===== src/rrpt_pkg.sv =====
`timescale 1ns / 1ps
// Shared types and constants for the round-robin poll table.
// No dependencies; the store, controller, top level and checker in src use this package.
package rrpt_pkg;

    localparam int CAPACITY_DEF = 16;
    localparam int MAX_IDX_W    = 8;

    typedef enum logic [2:0] {
        OP_ADD    = 3'd0,
        OP_REMOVE = 3'd1,
        OP_CLEAR  = 3'd2,
        OP_POLL   = 3'd3,
        OP_PEEK   = 3'd4
    } op_t;

    typedef enum logic [1:0] {
        ST_OK     = 2'd0,
        ST_EMPTY  = 2'd1,
        ST_AT_END = 2'd2,
        ST_FULL   = 2'd3
    } status_t;

    typedef enum logic [3:0] {
        S_IDLE,
        S_RD,
        S_CMP,
        S_SH_RD,
        S_SH_WR,
        S_APPEND,
        S_FETCH_RD,
        S_FETCH,
        S_DONE
    } state_t;

    typedef struct packed {
        logic [63:0] device_address;
        logic [7:0]  endpoint;
        logic [15:0] cluster;
    } entry_t;

    typedef struct packed {
        logic                 we;
        logic [MAX_IDX_W-1:0] waddr;
        entry_t               wdata;
        logic                 re;
        logic [MAX_IDX_W-1:0] raddr;
    } mem_req_t;

endpackage


===== src/rrpt_cmd_if.sv =====
`timescale 1ns / 1ps
// Command channel: one word carries an operation and a key.
// No dependencies.
interface rrpt_cmd_if;
    logic        valid;
    logic        ready;
    logic [2:0]  op;
    logic [63:0] device_address;
    logic [7:0]  endpoint;
    logic [15:0] cluster;

    modport source (output valid, op, device_address, endpoint, cluster, input ready);
    modport sink (input valid, op, device_address, endpoint, cluster, output ready);
endinterface


===== src/rrpt_rsp_if.sv =====
`timescale 1ns / 1ps
// Response channel: one word carries the status and any emitted entry.
// No dependencies.
interface rrpt_rsp_if;
    logic        valid;
    logic        ready;
    logic [1:0]  status;
    logic        entry_valid;
    logic [63:0] entry_address;
    logic [7:0]  entry_endpoint;
    logic [15:0] entry_cluster;
    logic [4:0]  entry_count;

    modport source (output valid, status, entry_valid, entry_address, entry_endpoint,
                    entry_cluster, entry_count, input ready);
    modport sink (input valid, status, entry_valid, entry_address, entry_endpoint,
                  entry_cluster, entry_count, output ready);
endinterface


===== src/rrpt_store.sv =====
`timescale 1ns / 1ps
// Entry memory: one write port and one registered read port.
// Depends on rrpt_pkg.
module rrpt_store #(
    parameter int CAPACITY = rrpt_pkg::CAPACITY_DEF
) (
    input  logic               clk,
    input  rrpt_pkg::mem_req_t req,
    output rrpt_pkg::entry_t   rdata
);

    localparam int IDX_W = (CAPACITY > 1) ? $clog2(CAPACITY) : 1;

    rrpt_pkg::entry_t mem [CAPACITY];

    always_ff @(posedge clk)
    begin
        if (req.we)
        begin
            mem[req.waddr[IDX_W-1:0]] <= req.wdata;
        end
        if (req.re)
        begin
            rdata <= mem[req.raddr[IDX_W-1:0]];
        end
    end

endmodule


===== src/rrpt_ctrl.sv =====
`timescale 1ns / 1ps
// Sequencer with the shared key compare and index incrementer, plus the result register.
// Depends on rrpt_pkg, rrpt_cmd_if and rrpt_rsp_if.
module rrpt_ctrl #(
    parameter int CAPACITY = rrpt_pkg::CAPACITY_DEF
) (
    input  logic               clk,
    input  logic               rst_n,
    rrpt_cmd_if.sink           cmd,
    rrpt_rsp_if.source         rsp,
    output rrpt_pkg::mem_req_t mem_req,
    input  rrpt_pkg::entry_t   mem_rdata
);

    localparam int CNT_W = $clog2(CAPACITY + 1);
    localparam int IDX_W = (CAPACITY > 1) ? $clog2(CAPACITY) : 1;

    rrpt_pkg::state_t  state_reg, state_next;
    logic [2:0]        op_reg, op_next;
    rrpt_pkg::entry_t  key_reg, key_next;
    logic [CNT_W-1:0]  idx_reg, idx_next;
    logic [CNT_W-1:0]  count_reg, count_next;
    logic [CNT_W-1:0]  cursor_reg, cursor_next;
    rrpt_pkg::status_t status_reg, status_next;
    rrpt_pkg::entry_t  hit_reg, hit_next;
    logic              hit_valid_reg, hit_valid_next;

    logic              out_valid_reg;
    rrpt_pkg::status_t out_status_reg;
    logic              out_hit_valid_reg;
    rrpt_pkg::entry_t  out_hit_reg;
    logic [4:0]        out_count_reg;

    logic             cmd_fire;
    logic             out_free;
    logic             key_match;
    logic [CNT_W-1:0] idx_inc;
    logic [CNT_W-1:0] idx_dec;
    logic             scan_last;
    logic             table_full;

    assign cmd_fire   = cmd.valid && cmd.ready;
    assign out_free   = !out_valid_reg || rsp.ready;
    assign key_match  = (mem_rdata == key_reg);
    assign idx_inc    = idx_reg + CNT_W'(1);
    assign idx_dec    = idx_reg - CNT_W'(1);
    assign scan_last  = !(idx_inc < count_reg);
    assign table_full = (count_reg >= CNT_W'(CAPACITY));

    assign cmd.ready       = (state_reg == rrpt_pkg::S_IDLE);
    assign rsp.valid       = out_valid_reg;
    assign rsp.status      = out_status_reg;
    assign rsp.entry_valid = out_hit_valid_reg;
    assign rsp.entry_address  = out_hit_reg.device_address;
    assign rsp.entry_endpoint = out_hit_reg.endpoint;
    assign rsp.entry_cluster  = out_hit_reg.cluster;
    assign rsp.entry_count    = out_count_reg;

    always_comb
    begin
        state_next = state_reg;
        unique case (state_reg)
            rrpt_pkg::S_IDLE:
            begin
                if (cmd_fire)
                begin
                    state_next = rrpt_pkg::S_DONE;
                    unique case (cmd.op)
                        rrpt_pkg::OP_ADD:
                        begin
                            if (!table_full)
                            begin
                                state_next = (count_reg == '0) ? rrpt_pkg::S_APPEND
                                                               : rrpt_pkg::S_RD;
                            end
                        end
                        rrpt_pkg::OP_REMOVE:
                        begin
                            if (count_reg != '0)
                            begin
                                state_next = rrpt_pkg::S_RD;
                            end
                        end
                        rrpt_pkg::OP_POLL:
                        begin
                            if (count_reg != '0)
                            begin
                                state_next = rrpt_pkg::S_FETCH_RD;
                            end
                        end
                        rrpt_pkg::OP_PEEK:
                        begin
                            if (count_reg != '0 && cursor_reg < count_reg)
                            begin
                                state_next = rrpt_pkg::S_FETCH_RD;
                            end
                        end
                        default:
                        begin
                            state_next = rrpt_pkg::S_DONE;
                        end
                    endcase
                end
            end
            rrpt_pkg::S_RD:
            begin
                state_next = rrpt_pkg::S_CMP;
            end
            rrpt_pkg::S_CMP:
            begin
                if (key_match)
                begin
                    if (op_reg == rrpt_pkg::OP_REMOVE && !scan_last)
                    begin
                        state_next = rrpt_pkg::S_SH_RD;
                    end
                    else
                    begin
                        state_next = rrpt_pkg::S_DONE;
                    end
                end
                else if (!scan_last)
                begin
                    state_next = rrpt_pkg::S_RD;
                end
                else if (op_reg == rrpt_pkg::OP_ADD)
                begin
                    state_next = rrpt_pkg::S_APPEND;
                end
                else
                begin
                    state_next = rrpt_pkg::S_DONE;
                end
            end
            rrpt_pkg::S_SH_RD:
            begin
                state_next = rrpt_pkg::S_SH_WR;
            end
            rrpt_pkg::S_SH_WR:
            begin
                state_next = scan_last ? rrpt_pkg::S_DONE : rrpt_pkg::S_SH_RD;
            end
            rrpt_pkg::S_APPEND:
            begin
                state_next = rrpt_pkg::S_DONE;
            end
            rrpt_pkg::S_FETCH_RD:
            begin
                state_next = rrpt_pkg::S_FETCH;
            end
            rrpt_pkg::S_FETCH:
            begin
                state_next = rrpt_pkg::S_DONE;
            end
            rrpt_pkg::S_DONE:
            begin
                if (out_free)
                begin
                    state_next = rrpt_pkg::S_IDLE;
                end
            end
            default:
            begin
                state_next = rrpt_pkg::S_IDLE;
            end
        endcase
    end

    always_comb
    begin
        op_next        = op_reg;
        key_next       = key_reg;
        idx_next       = idx_reg;
        count_next     = count_reg;
        cursor_next    = cursor_reg;
        status_next    = status_reg;
        hit_next       = hit_reg;
        hit_valid_next = hit_valid_reg;
        mem_req        = '0;
        unique case (state_reg)
            rrpt_pkg::S_IDLE:
            begin
                if (cmd_fire)
                begin
                    op_next        = cmd.op;
                    key_next       = '{device_address: cmd.device_address,
                                       endpoint: cmd.endpoint, cluster: cmd.cluster};
                    status_next    = rrpt_pkg::ST_OK;
                    hit_next       = '0;
                    hit_valid_next = 1'b0;
                    idx_next       = '0;
                    unique case (cmd.op)
                        rrpt_pkg::OP_ADD:
                        begin
                            if (table_full)
                            begin
                                status_next = rrpt_pkg::ST_FULL;
                            end
                        end
                        rrpt_pkg::OP_CLEAR:
                        begin
                            count_next  = '0;
                            cursor_next = '0;
                        end
                        rrpt_pkg::OP_POLL:
                        begin
                            if (count_reg != '0)
                            begin
                                if (cursor_reg >= count_reg)
                                begin
                                    cursor_next = '0;
                                end
                                else
                                begin
                                    idx_next = cursor_reg;
                                end
                            end
                        end
                        rrpt_pkg::OP_PEEK:
                        begin
                            if (count_reg == '0)
                            begin
                                status_next = rrpt_pkg::ST_EMPTY;
                            end
                            else if (cursor_reg >= count_reg)
                            begin
                                status_next = rrpt_pkg::ST_AT_END;
                            end
                            else
                            begin
                                idx_next = cursor_reg;
                            end
                        end
                        default:
                        begin
                            idx_next = '0;
                        end
                    endcase
                end
            end
            rrpt_pkg::S_RD, rrpt_pkg::S_SH_RD, rrpt_pkg::S_FETCH_RD:
            begin
                mem_req.re    = 1'b1;
                mem_req.raddr = rrpt_pkg::MAX_IDX_W'(idx_reg[IDX_W-1:0]);
            end
            rrpt_pkg::S_CMP:
            begin
                if (key_match)
                begin
                    if (op_reg == rrpt_pkg::OP_REMOVE)
                    begin
                        idx_next = idx_inc;
                        if (scan_last)
                        begin
                            count_next  = count_reg - CNT_W'(1);
                            cursor_next = '0;
                        end
                    end
                end
                else if (!scan_last)
                begin
                    idx_next = idx_inc;
                end
            end
            rrpt_pkg::S_SH_WR:
            begin
                mem_req.we    = 1'b1;
                mem_req.waddr = rrpt_pkg::MAX_IDX_W'(idx_dec[IDX_W-1:0]);
                mem_req.wdata = mem_rdata;
                idx_next      = idx_inc;
                if (scan_last)
                begin
                    count_next  = count_reg - CNT_W'(1);
                    cursor_next = '0;
                end
            end
            rrpt_pkg::S_APPEND:
            begin
                mem_req.we    = 1'b1;
                mem_req.waddr = rrpt_pkg::MAX_IDX_W'(count_reg[IDX_W-1:0]);
                mem_req.wdata = key_reg;
                count_next    = count_reg + CNT_W'(1);
                cursor_next   = '0;
            end
            rrpt_pkg::S_FETCH:
            begin
                hit_next       = mem_rdata;
                hit_valid_next = 1'b1;
                if (op_reg == rrpt_pkg::OP_POLL)
                begin
                    cursor_next = idx_inc;
                end
            end
            rrpt_pkg::S_DONE:
            begin
                mem_req = '0;
            end
            default:
            begin
                mem_req = '0;
            end
        endcase
    end

    always_ff @(posedge clk or negedge rst_n)
    begin
        if (!rst_n)
        begin
            state_reg     <= rrpt_pkg::S_IDLE;
            count_reg     <= '0;
            cursor_reg    <= '0;
            out_valid_reg <= 1'b0;
        end
        else
        begin
            state_reg  <= state_next;
            count_reg  <= count_next;
            cursor_reg <= cursor_next;
            if (state_reg == rrpt_pkg::S_DONE && out_free)
            begin
                out_valid_reg <= 1'b1;
            end
            else if (rsp.ready)
            begin
                out_valid_reg <= 1'b0;
            end
        end
    end

    always_ff @(posedge clk)
    begin
        op_reg        <= op_next;
        key_reg       <= key_next;
        idx_reg       <= idx_next;
        status_reg    <= status_next;
        hit_reg       <= hit_next;
        hit_valid_reg <= hit_valid_next;
        if (state_reg == rrpt_pkg::S_DONE && out_free)
        begin
            out_status_reg    <= status_reg;
            out_hit_valid_reg <= hit_valid_reg;
            out_hit_reg       <= hit_reg;
            out_count_reg     <= 5'(count_reg);
        end
    end

endmodule


===== src/round_robin_poll_table.sv =====
`timescale 1ns / 1ps
// Round-robin poll table: ordered key store with add, remove, clear, poll and peek.
// Add and remove scan the table entry by entry through the single memory read port
// and key comparator; remove then shifts each later entry down by one slot.
// Reset empties the table and zeroes the cursor; memory contents are not cleared.
module round_robin_poll_table #(
    parameter int CAPACITY = rrpt_pkg::CAPACITY_DEF
) (
    input  logic       clk,
    input  logic       rst_n,
    rrpt_cmd_if.sink   cmd,
    rrpt_rsp_if.source rsp
);

    rrpt_pkg::mem_req_t mem_req;
    rrpt_pkg::entry_t   mem_rdata;

    rrpt_ctrl #(
        .CAPACITY(CAPACITY)
    ) u_ctrl (
        .clk       (clk),
        .rst_n     (rst_n),
        .cmd       (cmd),
        .rsp       (rsp),
        .mem_req   (mem_req),
        .mem_rdata (mem_rdata)
    );

    rrpt_store #(
        .CAPACITY(CAPACITY)
    ) u_store (
        .clk   (clk),
        .req   (mem_req),
        .rdata (mem_rdata)
    );

endmodule


===== src/flat_wrapper.sv =====
// flat-port wrapper written by rule: the top's interface ports become plain ports
module round_robin_poll_table_flat 
#(
    parameter int CAPACITY = rrpt_pkg::CAPACITY_DEF
)
  (clk, rst_n, cmd_valid, cmd_op, cmd_device_address, cmd_endpoint, cmd_cluster, cmd_ready, rsp_valid, rsp_status, rsp_entry_valid, rsp_entry_address, rsp_entry_endpoint, rsp_entry_cluster, rsp_entry_count, rsp_ready);
  rrpt_cmd_if cmd_i ();
  rrpt_rsp_if rsp_i ();
  input  logic clk;
  input  logic rst_n;
  input wire logic [$bits(cmd_i.valid)-1:0] cmd_valid;
  input wire logic [$bits(cmd_i.op)-1:0] cmd_op;
  input wire logic [$bits(cmd_i.device_address)-1:0] cmd_device_address;
  input wire logic [$bits(cmd_i.endpoint)-1:0] cmd_endpoint;
  input wire logic [$bits(cmd_i.cluster)-1:0] cmd_cluster;
  output wire logic [$bits(cmd_i.ready)-1:0] cmd_ready;
  output wire logic [$bits(rsp_i.valid)-1:0] rsp_valid;
  output wire logic [$bits(rsp_i.status)-1:0] rsp_status;
  output wire logic [$bits(rsp_i.entry_valid)-1:0] rsp_entry_valid;
  output wire logic [$bits(rsp_i.entry_address)-1:0] rsp_entry_address;
  output wire logic [$bits(rsp_i.entry_endpoint)-1:0] rsp_entry_endpoint;
  output wire logic [$bits(rsp_i.entry_cluster)-1:0] rsp_entry_cluster;
  output wire logic [$bits(rsp_i.entry_count)-1:0] rsp_entry_count;
  input wire logic [$bits(rsp_i.ready)-1:0] rsp_ready;
  assign cmd_i.valid = cmd_valid;
  assign cmd_i.op = cmd_op;
  assign cmd_i.device_address = cmd_device_address;
  assign cmd_i.endpoint = cmd_endpoint;
  assign cmd_i.cluster = cmd_cluster;
  assign cmd_ready = cmd_i.ready;
  assign rsp_valid = rsp_i.valid;
  assign rsp_status = rsp_i.status;
  assign rsp_entry_valid = rsp_i.entry_valid;
  assign rsp_entry_address = rsp_i.entry_address;
  assign rsp_entry_endpoint = rsp_i.entry_endpoint;
  assign rsp_entry_cluster = rsp_i.entry_cluster;
  assign rsp_entry_count = rsp_i.entry_count;
  assign rsp_i.ready = rsp_ready;
  round_robin_poll_table #(.CAPACITY(CAPACITY)) u_core (.clk(clk), .rst_n(rst_n), .cmd(cmd_i), .rsp(rsp_i));
endmodule

===== config.mk =====
export PLATFORM = sky130hd
export DESIGN_NAME = round_robin_poll_table_flat
export DESIGN_NICKNAME = d
export VERILOG_FILES = /design/src/rrpt_pkg.sv /design/src/rrpt_cmd_if.sv /design/src/rrpt_rsp_if.sv /design/src/rrpt_store.sv /design/src/rrpt_ctrl.sv /design/src/round_robin_poll_table.sv /design/src/flat_wrapper.sv
export SDC_FILE = /design/constraint.sdc
export NUM_CORES = 2
export LEC_CHECK = 0
export ABC_CLOCK_PERIOD_IN_PS = 22900
export CAP_MARGIN = 40
export CORE_MARGIN = 2
export CORE_UTILIZATION = 45
export DETAILED_ROUTE_END_ITERATION = 8
export DONT_BUFFER_PORTS = 1
export PLACE_DENSITY = 0.57
export SKIP_LAST_GASP = 1
export SYNTH_ARGS = -nofsm -noshare
export SYNTH_HDL_FRONTEND = slang
export SYNTH_HIERARCHICAL = 1
export SYNTH_SLANG_ARGS = --single-unit

===== constraint.sdc =====
create_clock -name clk -period 22.9 [get_ports clk]
set_input_delay 2.29 -clock clk [delete_from_list [all_inputs] [get_ports clk]]
set_output_delay 2.29 -clock clk [all_outputs]
set_load 0.03 [all_outputs]

==> flow_summary.toml <==
[power]
ir_worst_vdd_mv = 0.0767
leakagePower_nw = 25.0
pwr_density_cell_mw_per_mm2 = 108

[global_routing]
grt_pass1_vias = 32802
grt_util_all_layers_pct = 22.7
grt_overflow = 0
grt_pass1_wl_um = 249000
antenna_found_initial = 13
grt_max_degree = 102

[cells_and_area]
final_layout_size_suffix_gt1_share_pct = 21.7
final_common_cell = "edfxtp_1"
mostFrequentLayoutCells = "1779 x edfxtp_1, 352 x mux4_2, 185 x clkbuf_16"
largest_register_ffs = 1408
nNetsFinal = 3421
syn_to_final_growth_pct = 13.4

[die]
die_h_um = 394
fp.dieW_um = 394
die_area_mm2 = 0.155
start_util_pct = 45.1
io_pins = 193
core_mm2 = 0.151
rows = 143

[sta]
worst_pin_slew_ns = 0.996
setup_viol = 0
fmax_ghz = 0.187
fin_skew_ns = 0.0377
slew_headroom_pct = 33.6
maxSlewViolCount = 0
setup_tns_ns = 0
hold_viol = 0
setup_ws_ns = 17.55
finalCritPeriodShare_pct = 23.4
finalCriticalPeriod_ns = 5.35
rsz0062_at_grt = "false"

[setup_path]
critPathSlowestCell = "nor2_4"
cp-end-kind = "register"
cpPeakStageDelay_ns = 0.60
criticalPathCategory = "reg -> reg"
start_kind = "register"
crit_arrival_ns = 5.84
crit_path_cell_trace = "or3b_4 -> inv_1 -> nand2_1 -> inv_1 -> ha_1 -> nor2_1 -> nor2_1 -> nand2b_1 -> nor2_4 -> buf_16 -> buf_4 -> buf_4 -> buf_12"
cp_max_fo = 27
crit_family = "simple AND/OR/NAND/NOR gates"
critPathBufInv = 6
required_ns = 23.38

[cts]
clk_pin_slew_ns = 0.06
cts_htree_levels = 4
cts.path.max_buffers = 3
cts_tree = "built"
cts_resized = 0
clock_latency_ns = 0.82
root_buffer = "clkbuf_16"
cts.sinks = 1794
cts_buffers = 182
cts_setup_buffers = 0
cts_hold_buf = 0

[detailed_routing]
via_count = 32637
drt-total-wl_um = 176000
dr.pass1.iters = 8
first_iter_violations = 3550
wl_per_cell_um = 32.1
drc_errors = 0
ant_nets = 0
viasPerCell = 5.95

[placement]
dp_hpwl_um = 96300
pre_cts_slack_ns = 17.62
io_buffers = 0
gp_congestion = 0.770

[logic_synthesis]
yosysWarnings = 6
synthCells = 3178
syn-cell-area_mm2 = 0.0683
syn_nets = 3291
synth_area_per_cell_um2 = 21.5

[job]
maxCapViolCount = 0

[run_status]
status = "completed"

[worst_hold_path]
hp-class = "reg -> reg"
-- layout make-up --
class                           instances  area, µm²
Antenna cell                            3       7.51
Clock inverter                         99        862
Sequential cell                      1794      53800
Clock buffer                          231       4830
Tap cell                             2030       2540
Timing Repair Buffer                  102       1520
Fill cell                           11911      73900
Inverter                               22       85.1
Multi-Input combinational cell       1206      13900
-- layer usage --
layer  track usage [%]  wire (µm)  up-vias
li1                  -          -    13366
met1              33.0      74000    17585
met2              35.7      84000     1448
met3              4.32      14300      232
met4              5.81       4030        6
met5                 0         36        -
-- path summary, 6_finish.rpt --
kind	endpoint	slack (ns)	cells after the start	startpoint
max	u_core/u_store/mem[2][77]	17.55	13	u_core/u_ctrl/state_reg[2]
min reg2reg	u_core/u_ctrl/rsp.entry_address[36]	0.40	0	u_core/u_ctrl/hit_reg[60]
min in group asynchronous	u_core/u_ctrl/count_reg[2]	1.16	0	rst_n
max in group asynchronous	u_core/u_ctrl/state_reg[0]	21.64	0	rst_n
min	u_core/u_ctrl/rsp.entry_address[36]	0.40	0	u_core/u_ctrl/hit_reg[60]
max reg2reg	u_core/u_store/mem[2][77]	17.55	13	u_core/u_ctrl/state_reg[2]
-- through the flow --
step                total power, mW  cells  hold slack (ns)  util (%)  cell area (µm²)
floorplan                      5.05   3178            0.400         -            68300
CTS                            8.42   5480            0.410      51.2            77500
finish                         8.34   5487            0.404      51.2            77500
global route                   8.64   5485            0.418      51.2            77500
detailed placement             5.58   5150            0.405      47.4            71800
global placement               5.50   5107            0.402      46.8            70800
-- worst reg2reg max path, cell delays in order (launching register included) --
cell      delay (ns)
dfrtp_1         0.57
or3b_4          0.43
inv_1           0.20
nand2_1         0.21
inv_1           0.22
ha_1            0.19
nor2_1          0.06
nor2_1          0.42
nand2b_1        0.37
nor2_4          0.60
buf_16          0.24
buf_4           0.58
buf_4           0.59
buf_12          0.29
-- where the power goes --
group	leakage (nW)	total (mW)	switching [mW]	internal [mW]
clock network	2.76	2.85	1.22	1.63
registers	17.5	4.31	0.304	4.00
logic	4.81	1.19	0.777	0.411
total	25.0	8.34	2.30	6.04
(Power assumes the default switching activity.)
